--- src/sv/peak_track_min_cost_assert.svh ---
// Assertion macros for the peak tracker, clocked on clk_i and held off during reset.
`ifndef PEAK_TRACK_MIN_COST_ASSERT_SVH
`define PEAK_TRACK_MIN_COST_ASSERT_SVH

// Same-cycle implication.
`define PTMC_ASSERT_IMP(lbl, ante, cons) \
  lbl: assert property (@(posedge clk_i) disable iff (!rst_ni) (ante) |-> (cons)) \
    else $error("peak tracker check failed");

// Next-cycle implication.
`define PTMC_ASSERT_NXT(lbl, ante, cons) \
  lbl: assert property (@(posedge clk_i) disable iff (!rst_ni) (ante) |=> (cons)) \
    else $error("peak tracker check failed");

`endif

--- src/sv/ptmc_pkg.sv ---
// Shared types, constants and control bundles of the peak tracker.
package ptmc_pkg;

  localparam int unsigned MAX_CAND_DEF  = 8;
  localparam int unsigned COST_BITS_DEF = 48;

  localparam int unsigned POS_W  = 16;
  localparam int unsigned MAG_W  = 16;
  localparam int unsigned D2_W   = 2 * POS_W;
  localparam int unsigned ROOT_W = 24;
  localparam int unsigned QUOT_W = 48;
  localparam int unsigned PROD_W = D2_W + ROOT_W;
  localparam int unsigned FRAC_W = 16;
  localparam int unsigned W_W    = PROD_W - FRAC_W;

  // APB register map
  localparam int unsigned ADDR_W = 3;
  localparam logic [0:0]  REG_WEIGHT = 1'b0;

  // Frame phase codes
  localparam logic [1:0] PHASE_FIRST  = 2'd0;
  localparam logic [1:0] PHASE_SECOND = 2'd1;
  localparam logic [1:0] PHASE_LATER  = 2'd2;

  // Output source select
  localparam logic OUT_SEL_FFC = 1'b0;
  localparam logic OUT_SEL_CUR = 1'b1;

  typedef struct packed {
    logic [POS_W-1:0] position;
    logic [MAG_W-1:0] magnitude;
    logic             frame_end;
    logic             sequence_end;
  } in_beat_t;

  typedef struct packed {
    logic [POS_W-1:0] chosen_position;
    logic             run_last;
    logic             sequence_last;
  } out_beat_t;

  typedef struct packed {
    logic accept;
    logic close;
    logic start_entry;
    logic dir_b;
    logic dist_en;
    logic mul;
    logic acc;
    logic j_inc;
    logic commit;
    logic scan_init;
    logic scan_step;
    logic load_out;
    logic out_sel;
    logic end_frame;
  } cmd_t;

  typedef struct packed {
    logic       pos_zero;
    logic       closed;
    logic       full;
    logic [1:0] phase;
    logic       prev_empty;
    logic       j_last;
    logic       weight;
    logic       den_zero;
    logic       root_done;
    logic       frm_end;
    logic       seq_end;
    logic       out_free;
  } sts_t;

endpackage

--- src/sv/ptmc_ctrl.sv ---
// Controller of the peak tracker: sequences one beat through cost search and result emission.
module ptmc_ctrl (
  input  logic            clk_i,
  input  logic            rst_ni,
  input  logic            in_valid_i,
  output logic            in_stall_o,
  input  ptmc_pkg::sts_t  sts_i,
  output ptmc_pkg::cmd_t  cmd_o
);

  typedef enum logic [3:0] {
    S_IDLE, S_CHECK, S_DIST, S_ROOT, S_MUL, S_ACC, S_COMMIT,
    S_FRAME, S_SCAN, S_EMIT_FFC, S_EMIT_CUR, S_FINISH
  } state_e;

  state_e state_q, state_d;
  logic   dir_q, dir_d;

  // Commands and next state
  always_comb begin
    cmd_o   = '0;
    state_d = state_q;
    dir_d   = dir_q;
    cmd_o.dir_b   = dir_q;
    cmd_o.out_sel = ptmc_pkg::OUT_SEL_CUR;
    case (state_q)
      S_IDLE: begin
        if (in_valid_i) begin
          cmd_o.accept = 1'b1;
          state_d      = S_CHECK;
        end
      end
      S_CHECK: begin
        if (!sts_i.closed && sts_i.pos_zero) begin
          cmd_o.close = 1'b1;
          state_d     = S_FRAME;
        end else if (!sts_i.closed && !sts_i.full) begin
          cmd_o.start_entry = 1'b1;
          dir_d             = 1'b0;
          if (sts_i.phase != ptmc_pkg::PHASE_FIRST && !sts_i.prev_empty) begin
            state_d = S_DIST;
          end else begin
            state_d = S_COMMIT;
          end
        end else begin
          state_d = S_FRAME;
        end
      end
      S_DIST: begin
        cmd_o.dist_en = 1'b1;
        state_d       = (sts_i.weight && !sts_i.den_zero) ? S_ROOT : S_ACC;
      end
      S_ROOT: begin
        if (sts_i.root_done) state_d = S_MUL;
      end
      S_MUL: begin
        cmd_o.mul = 1'b1;
        state_d   = S_ACC;
      end
      S_ACC: begin
        cmd_o.acc = 1'b1;
        if (!dir_q && sts_i.phase == ptmc_pkg::PHASE_SECOND) begin
          dir_d   = 1'b1;
          state_d = S_DIST;
        end else begin
          dir_d = 1'b0;
          if (sts_i.j_last) begin
            state_d = S_COMMIT;
          end else begin
            cmd_o.j_inc = 1'b1;
            state_d     = S_DIST;
          end
        end
      end
      S_COMMIT: begin
        cmd_o.commit = 1'b1;
        state_d      = S_FRAME;
      end
      S_FRAME: begin
        if (!sts_i.frm_end) begin
          state_d = S_IDLE;
        end else begin
          case (sts_i.phase)
            ptmc_pkg::PHASE_FIRST:  state_d = sts_i.seq_end ? S_EMIT_CUR : S_FINISH;
            ptmc_pkg::PHASE_SECOND: begin
              cmd_o.scan_init = 1'b1;
              state_d         = S_SCAN;
            end
            default: state_d = S_EMIT_CUR;
          endcase
        end
      end
      S_SCAN: begin
        if (sts_i.prev_empty) begin
          state_d = S_EMIT_FFC;
        end else begin
          cmd_o.scan_step = 1'b1;
          if (sts_i.j_last) begin
            state_d = S_EMIT_FFC;
          end else begin
            cmd_o.j_inc = 1'b1;
          end
        end
      end
      S_EMIT_FFC: begin
        if (sts_i.out_free) begin
          cmd_o.load_out = 1'b1;
          cmd_o.out_sel  = ptmc_pkg::OUT_SEL_FFC;
          state_d        = S_EMIT_CUR;
        end
      end
      S_EMIT_CUR: begin
        if (sts_i.out_free) begin
          cmd_o.load_out = 1'b1;
          state_d        = S_FINISH;
        end
      end
      S_FINISH: begin
        cmd_o.end_frame = 1'b1;
        state_d         = S_IDLE;
      end
      default: state_d = S_IDLE;
    endcase
  end

  // Hold state
  always_ff @(posedge clk_i or negedge rst_ni) begin
    if (!rst_ni) begin
      state_q <= S_IDLE;
      dir_q   <= 1'b0;
    end else begin
      state_q <= state_d;
      dir_q   <= dir_d;
    end
  end

  assign in_stall_o = (state_q != S_IDLE);

endmodule

--- config.mk ---
export PLATFORM = sky130hd
export DESIGN_NAME = ptmc_ctrl
export DESIGN_NICKNAME = d
export VERILOG_FILES = /design/src/sv/peak_track_min_cost_assert.svh /design/src/sv/ptmc_pkg.sv /design/src/sv/ptmc_ctrl.sv
export SDC_FILE = /design/constraint.sdc
export NUM_CORES = 1
export LEC_CHECK = 0
export BUFFER_PORTS_ARGS = -buffer_cell sky130_fd_sc_hd__buf_2
export CORE_AREA = 2 2 39 41
export DETAILED_ROUTE_END_ITERATION = 6
export DIE_AREA = 0 0 41 43
export PLACE_DENSITY = 0.73
export SKIP_CTS_REPAIR_TIMING = 1
export SYNTH_ARGS = -nofsm -noshare
export SYNTH_HDL_FRONTEND = slang
export SYNTH_SLANG_ARGS = --single-unit
export TNS_END_PERCENT = 20
--- constraint.sdc ---
create_clock -name clk_i -period 2 [get_ports clk_i]
set_clock_uncertainty 0.15 [all_clocks]
set_input_delay 0.1 -clock clk_i [delete_from_list [all_inputs] [get_ports clk_i]]
set_output_delay 0.1 -clock clk_i [all_outputs]
set_load 0.05 [all_outputs]
==> results.cfg, run 1 <==
[critical_path]
crit_fanout = 11
start_kind = flop
crit_type = flop to output pin
crit_required_ps = 1750
arrival_ps = 1690
cp-end-kind = output pin

[detailed_routing]
wl_per_cell_um = 12.3
drtIter0Drc = 16
drc = 0
route.vias.total = 657
ant_nets = 0
viasPerCell = 5.48
firstDrtPassIters = 4
wirelength_mm = 1.48

[yosys]
async_flop_share_pct = 100
synth_edf_count = 0
synth.cell_area_um2 = 513
netlist_instances = 72
yosysWarnings = 0
synthTopCellsByArea = dfrtp_1 24%, nand2_1 7.3%, nor2_1 6.6%
synth.distinct_cells = 29
ys_seq_area_share_pct = 24.4
syn_area_per_cell_um2 = 7.12
synth_top_area_share_pct = 24.4
ys_ff_latch = 5
synth_nets = 88
yosys.area.top_type = dfrtp_1
ys.flop_type = dfrtp_1

[global_route]
antenna_found_initial = 0
grt_usage_pct = 18.5
grt_pass1_wl_mm = 2.26
grt_pass1_vias = 567
grt_start_max_net_pins = 12
grt-ovfl-total = 0

[power]
p_switching_mw = 0.695
seqPwrFrac_pct = 21.7
peakVddDrop_v = 0.000846
switching_share_pct = 56.0
p_int_mw = 0.547
clkPwrFrac_pct = 9.6
pwr-share-comb_pct = 68.7
p_per_area_nw_per_um2 = 1640
p_leak_nw = 0.386

[cells_and_area]
fill_cells = 138
multiInputGateArea_um2 = 373
diodes = 0
seqCellArea_um2 = 128
fin_nets = 121
syn2layout_area_growth_pct = 47.6
drive_gt1_share_pct = 40.4
stdcell_area_um2 = 757
stdcell_count = 120

[die]
fp.dieArea_um2 = 1760
core_um2 = 1380
fp-row-count = 14
die_h_um = 43
initial_utilization_pct = 37.1
die_w_um = 41
ios = 31

[timing]
period_needed_ps = 1940
worstMarginPinSlew_ps = 373
fmax_ghz = 0.517
slew_headroom_pct = 75.2
rsz0062_at_grt = yes
hold_ws_ps = -1.37
report.final.slew_viol_count = 0
tns_ps = 0
hold_violations = 1
fin_crit_sh_pct = 96.8
setup_slack_ps = 64.2
setup_viol = 0

[outcome]
violations = negative hold slack
outcome = finished with violations

[clock_network]
cts-root-buf = clkbuf_4
cts_tree = yes
clock_path_buffers = 2
cts_buffers = 3
clock-sinks = 5
path_clk_slew_ps = 50
h-tree-depth = 1
insertion_delay_ps = 250

[place]
hpwl_mm = 1.17
post-place-ws_ps = 218
place_area_um2 = 703
gp_congestion = 0.766
dpl.cell_count = 115
io_buffers = 30

[flow_run]
drv_cap = 0

[hold_path]
hp-class = primary input to flop
[worst paths after layout]
check / startpoint / end / slack (ps) / cells past startpoint
min in group asynchronous: rst_ni / state_q[0] / 40 / 2
max reg2reg: state_q[0] / state_q[0] / 240 / 4
max in group asynchronous: rst_ni / state_q[2] / 1500 / 2
min: sts_i[6] / state_q[2] / -1 / 3
max: state_q[1] / cmd_o[11] / 60 / 5
min reg2reg: dir_q / dir_q / 420 / 2
[registers in the layout, indices dropped and copies added (netlist names)]
signal and count:
state_q 4, dir_q 1
[critical path, stage by stage (launching register included)]
cell,delay [ps]
dfrtp_2,460
buf_4,180
and2b_2,260
nand2_1,100
nor2_1,170
clkbuf_4,260
[per-layer routing]
metal	GRT usage [%]	vias up	wire length [um]
met4	4.67	0	18
met3	6.28	4	87
met5	0	-	0
met1	21.1	303	620
li1	-	323	-
met2	31.3	27	753
[final cells by class]
cell class / count / share of cell area (%)
Multi-Input combinational cell: 59 / 49.3
Timing Repair Buffer: 33 / 26.3
Sequential cell: 5 / 16.9
Clock buffer: 4 / 3.47
Tap cell: 16 / 2.64
Inverter: 3 / 1.49
[cells in the mapped netlist (2+ instances only)]
cell      instances
or3_1             3
mux2_1            2
o41ai_1           2
a31oi_1           2
inv_1             3
nor4_1            2
buf_4             2
nor2_1            9
nor3b_1           2
nand2_1          10
nand2b_1          5
buf_2             3
dfrtp_1           5
nor3_1            3
nor2b_1           4
o21ai_1           2
[per-stage QoR]
| step | util [%] | power (mW) |
|---|---|---|
| 2_1_floorplan | - | 0.891 |
| 3_3_place_gp | 50.8 | 1.08 |
| 3_5_place_dp | 50.8 | 1.09 |
| 4_1_cts | 52.7 | 1.21 |
| 5_1_grt | 54.7 | 1.33 |
| 6_report | 54.7 | 1.24 |
[cells by family (layout without fill, tap and decap cells)]
| family | after synthesis | after routing | share of synthesized area (%) |
|---|---|---|---|
| simple gates | 42 | 42 | 41.7 |
| compound gates | 15 | 15 | 21.5 |
| buf+inv | 8 | 40 | 8.05 |
| flops | 5 | 5 | 24.4 |
| mux | 2 | 2 | 4.39 |
[layout by cell type, fill, tap and decap left out, types with 2 or more instances in the layout]
cell type  instances
buf_2             27
nand2_1           10
nor2_1             7
nand2b_1           5
clkbuf_4           5
nor2b_1            4
or3_1              3
inv_1              3
nor3_1             3
dfrtp_1            3
nor2_2             2
o41ai_1            2
o21ai_1            2
a31oi_1            2
mux2_1             2
dfrtp_2            2
[power groups by stage]
stage | clock network (mW) | registers, mW | logic [mW]
final | 0.119 | 0.269 | 0.854
after global routing | 0.125 | 0.278 | 0.928
after CTS | 0.119 | 0.256 | 0.834
after detailed placement | 0 | 0.258 | 0.832
after global placement | 0 | 0.251 | 0.825
after floorplan | 0 | 0.184 | 0.708
No activity file was read; power rests on OpenSTA's default activity.
==> run 2: changes to the inputs <==
Settings changed: CAP_MARGIN set to 30.
Clock period 2 ns to 2.38 ns, I/O delays scaled along.
==> results.cfg, run 2 (same netlist as run 1, synthesis figures left out) <==
[outcome]
outcome = complete, no violations

[global_route]
grt.busiest_layer = met2
grt_start_max_net_pins = 17
grt_pass1_wl_mm = 2.16
grt-ovfl-total = 0
antenna_found_initial = 0
met2_usage_pct = 27.2
grt_usage_pct = 18.0
grt_pass1_vias = 528
met3_usage_pct = 1.57
use_met1_pct = 23.9

[detailed_routing]
firstDrtPassIters = 4
ant_nets = 0
drtIter0Drc = 10
viasPerCell = 5.28
drc = 0
route.vias.total = 623
wirelength_mm = 1.41
wl_per_cell_um = 11.9

[die]
ios = 31
die_w_um = 41
initial_utilization_pct = 37.1
core_um2 = 1380
die_h_um = 43
fp-row-count = 14
fp.dieArea_um2 = 1760

[place]
hpwl_mm = 1.11
dpl.cell_count = 113
gp_congestion = 0.782
io_buffers = 30

[clock_network]
cts_buffers = 3
insertion_delay_ps = 250
clock-sinks = 5
cts-root-buf = clkbuf_4
h-tree-depth = 1
clock_path_buffers = 2
path_clk_slew_ps = 50
cts_tree = yes

[timing]
period_needed_ps = 2010
rsz0062_at_grt = no
slew_headroom_pct = 69.5
fmax_ghz = 0.497
setup_viol = 0
worstMarginPinSlew_ps = 457
hold_violations = 0
tns_ps = 0
report.final.slew_viol_count = 0
fin_crit_sh_pct = 84.5

[flow_run]
drv_cap = 0

[critical_path]
crit_type = flop to output pin
crit_fanout = 16
cp-end-kind = output pin
start_kind = flop
crit_required_ps = 2110
arrival_ps = 1740

[power]
power_mw = 0.955
seqPwrFrac_pct = 25.7
clkPwrFrac_pct = 10.4
switching_share_pct = 58.3
pwr-share-comb_pct = 63.9
p_int_mw = 0.398
p_leak_nw = 0.376
peakVddDrop_v = 0.000593
p_per_area_nw_per_um2 = 1350
p_switching_mw = 0.557

[hold_path]
hp-class = primary input to flop

[cells_and_area]
diodes = 0
drive_gt1_share_pct = 34.3
fin_nets = 119
syn2layout_area_growth_pct = 37.6
mostFrequentLayoutCell = buf_2
largest_register_ffs = 4
fill_cells = 157
seqCellArea_um2 = 125
multiInputGateArea_um2 = 362
stdcell_count = 118
layout_common_cells = 30 x buf_2, 10 x nand2_1, 9 x nor2_1
reg_top3 = state_q (4), dir_q (1)
largest-register = state_q
[run 2: cell types whose count changed in the layout (fill, tap and decap cells not counted), moves of 2 or more]
cell and delta:
buf_2 +3, dfrtp_1 +2, clkbuf_4 -2, dfrtp_2 -2
nor2_2 -2, nor2_1 +2
[run 2: final cells by class]
type | instances | share of cell area [%]
clock buffers | 3 | 3.19
clock inverters | 1 | 0.709
inverters | 3 | 1.60
multi-input cells | 59 | 51.2
flip-flops and latches | 5 | 17.7
well taps | 16 | 2.84
repair buffers | 31 | 22.7
[run 2: worst paths after layout]
check	startpoint	endpoint	slack, ps	cells after the start
min in group asynchronous	rst_ni	state_q[2]	70	2
max in group asynchronous	rst_ni	state_q[0]	1870	2
min reg2reg	dir_q	dir_q	400	2
max	state_q[0]	cmd_o[6]	370	5
min	sts_i[6]	state_q[2]	20	3
max reg2reg	state_q[0]	state_q[0]	520	4
[run 2: power groups by stage]
stage,Sequential (mW),Combinational [mW],Clock (mW)
finish,0.246,0.610,0.0990
global route,0.261,0.662,0.108
CTS,0.241,0.612,0.101
detailed placement,0.243,0.610,0
global placement,0.237,0.605,0
floorplan,0.154,0.591,0
[run 2: worst max-delay path: stages, from the launching register on]
cell     delay, ps
dfrtp_1        620
and2b_1        290
o211a_1        200
nor2_1          40
nor2_1          90
buf_2          260
[run 2: stage by stage]
stage / setup slack (ps) / utilization [%] / cell area (um2) / hold WS [ps]
after floorplan: 55.8 / - / 528 / -327
after global placement: 580 / 48.3 / 668 / -214
after detailed placement: 540 / 48.3 / 668 / -210
after CTS: 368 / 50.3 / 696 / -474
after global routing: 220 / 51.0 / 706 / 28.8
final: 369 / 51.0 / 706 / 16.4
[run 2: metal layers]
layer  vias up  share of wire, %  wire length (um)
li1        316                 -                 -
met3         3               5.3                74
met1       281                46               649
met4         0               1.1                15
met2        23                47               668
met5         -                 0                 0
==> run 3: changes to the inputs <==
Settings changed: CORE_AREA 2 2 39 41 to unset, CORE_UTILIZATION set to 37, DIE_AREA 0 0 41 43 to unset.
Clock period 2.38 ns to 1.65 ns, I/O delays scaled along.
==> results.cfg, run 3 (same netlist as run 1, synthesis figures left out) <==
[outcome]
outcome = finished with violations
violations = negative setup slack

[hold_path]
whs_path_depth = 3
hp-class = primary input to flop

[clock_network]
cts_tree = yes
clock_path_buffers = 2
path_clk_slew_ps = 50
cts-root-buf = clkbuf_4
h-tree-depth = 1
clock-sinks = 5
insertion_delay_ps = 250
cts_buffers = 3

[timing]
setup_slack_ps = -156
worstMarginPinSlew_ps = 299
hold_violations = 0
report.final.slew_viol_count = 0
fin_crit_sh_pct = 109
fmax_ghz = 0.554
setup_viol = 10
period_needed_ps = 1810
slew_headroom_pct = 79.8
rsz0062_at_grt = yes

[detailed_routing]
drtIter0Drc = 37
viasPerCell = 5.62
drc = 0
wl_per_cell_um = 14.4
firstDrtPassIters = 4
route.vias.total = 748
wirelength_mm = 1.92
ant_nets = 0

[critical_path]
cp-end-kind = output pin
slowest_delay_ps = 440
r2r_cells = 5
worst-path-stages = 6
crit_fanout = 7
crit_type = flop to output pin
arrival_ps = 1570
cp_top_family = flip-flops
crit_required_ps = 1420
start_kind = flop
critPathSlowestCell = dfrtp_2
path_cells = buf_6 > and2b_2 > o211a_1 > nor2_2 > nor2_4 > buf_8
cp_num_buf_inv = 2

[cells_and_area]
fin_nets = 135
largest_register_ffs = 4
reg_top3 = state_q (4), dir_q (1)
layout_common_cells = 18 x buf_2, 18 x buf_4, 10 x nand2_1
final_util_pct = 73.4
diodes = 0
syn2layout_area_growth_pct = 86.1
largest-register = state_q
drive_gt1_share_pct = 54.2

[power]
p_per_area_nw_per_um2 = 1980
peakVddDrop_v = 0.00137
power_mw = 1.89
p_leak_nw = 0.476

[global_route]
grt-ovfl-total = 0
grt_pass1_vias = 566
grt_usage_pct = 23.8
grt_pass1_wl_mm = 2.48
antenna_found_initial = 0
grt_start_max_net_pins = 13

[place]
io_buffers = 30
gp_congestion = 0.844
hpwl_mm = 1.32

[die]
initial_utilization_pct = 39.4
ios = 31
core_um2 = 1300
die_h_um = 39.2
fp-row-count = 13
die_w_um = 39.2
fp.dieArea_um2 = 1540

[flow_run]
drv_cap = 0
-- run 3: cell types whose count changed in the layout (fill, tap and decap cells not counted), sizes merged --
cell    change
clkbuf      +2
buf        +15
clkinv      -1
-- run 3: cell type report --
cell class / count / area (um2)
Sequential cell: 5 / 129
Tap cell: 15 / 18.8
Multi-Input combinational cell: 59 / 422
Fill cell: 87 / 347
Clock buffer: 4 / 26.3
Inverter: 3 / 11.3
Timing Repair Buffer: 47 / 348
-- run 3: through the flow --
stage               hold slack, ps  TNS, ps  setup slack (ps)  cell area, um2  instances
floorplan                     -363    -1590              -398             553         72
global placement              -251    -2.00             -2.00             774        123
detailed placement            -247     -129             -60.0             774        123
CTS                           -511    -1940              -337             801        127
global route                  22.9    -1720              -237             955        133
finish                        24.2     -861              -156             955        133
-- run 3: report_power, final --
part           switching [mW]  total, mW  internal [mW]
Clock                  0.0539      0.145         0.0916
Combinational           0.822       1.46          0.633
Sequential             0.0983      0.287          0.189
Total                   0.974       1.89          0.914
-- run 3: worst min-delay path: cells and delay by family --
family | cells | cell delay, ps
AND/OR/NAND/NOR | 1 | 60
AO/OA/AOI/OAI | 1 | 90
buffers and inverters | 1 | 130
-- run 3: worst paths after layout --
| path | from | to | slack (ps) |
|---|---|---|---|
| min in group asynchronous | rst_ni | state_q[0] | 30 |
| setup reg to reg | state_q[0] | state_q[0] | -150 |
| hold / removal | sts_i[6] | state_q[2] | 20 |
| setup / recovery | state_q[1] | cmd_o[6] | -160 |
| max in group asynchronous | rst_ni | state_q[3] | 1170 |
| hold reg to reg | dir_q | dir_q | 430 |
-- run 3: routing by layer --
metal  wire length, um  track usage, %  vias to the layer above
met3               124            6.94                        4
li1                  -               -                      357
met1               764            31.1                      346
met5                 0               0                        -
met4                17               0                        0
met2              1010            40.8                       41
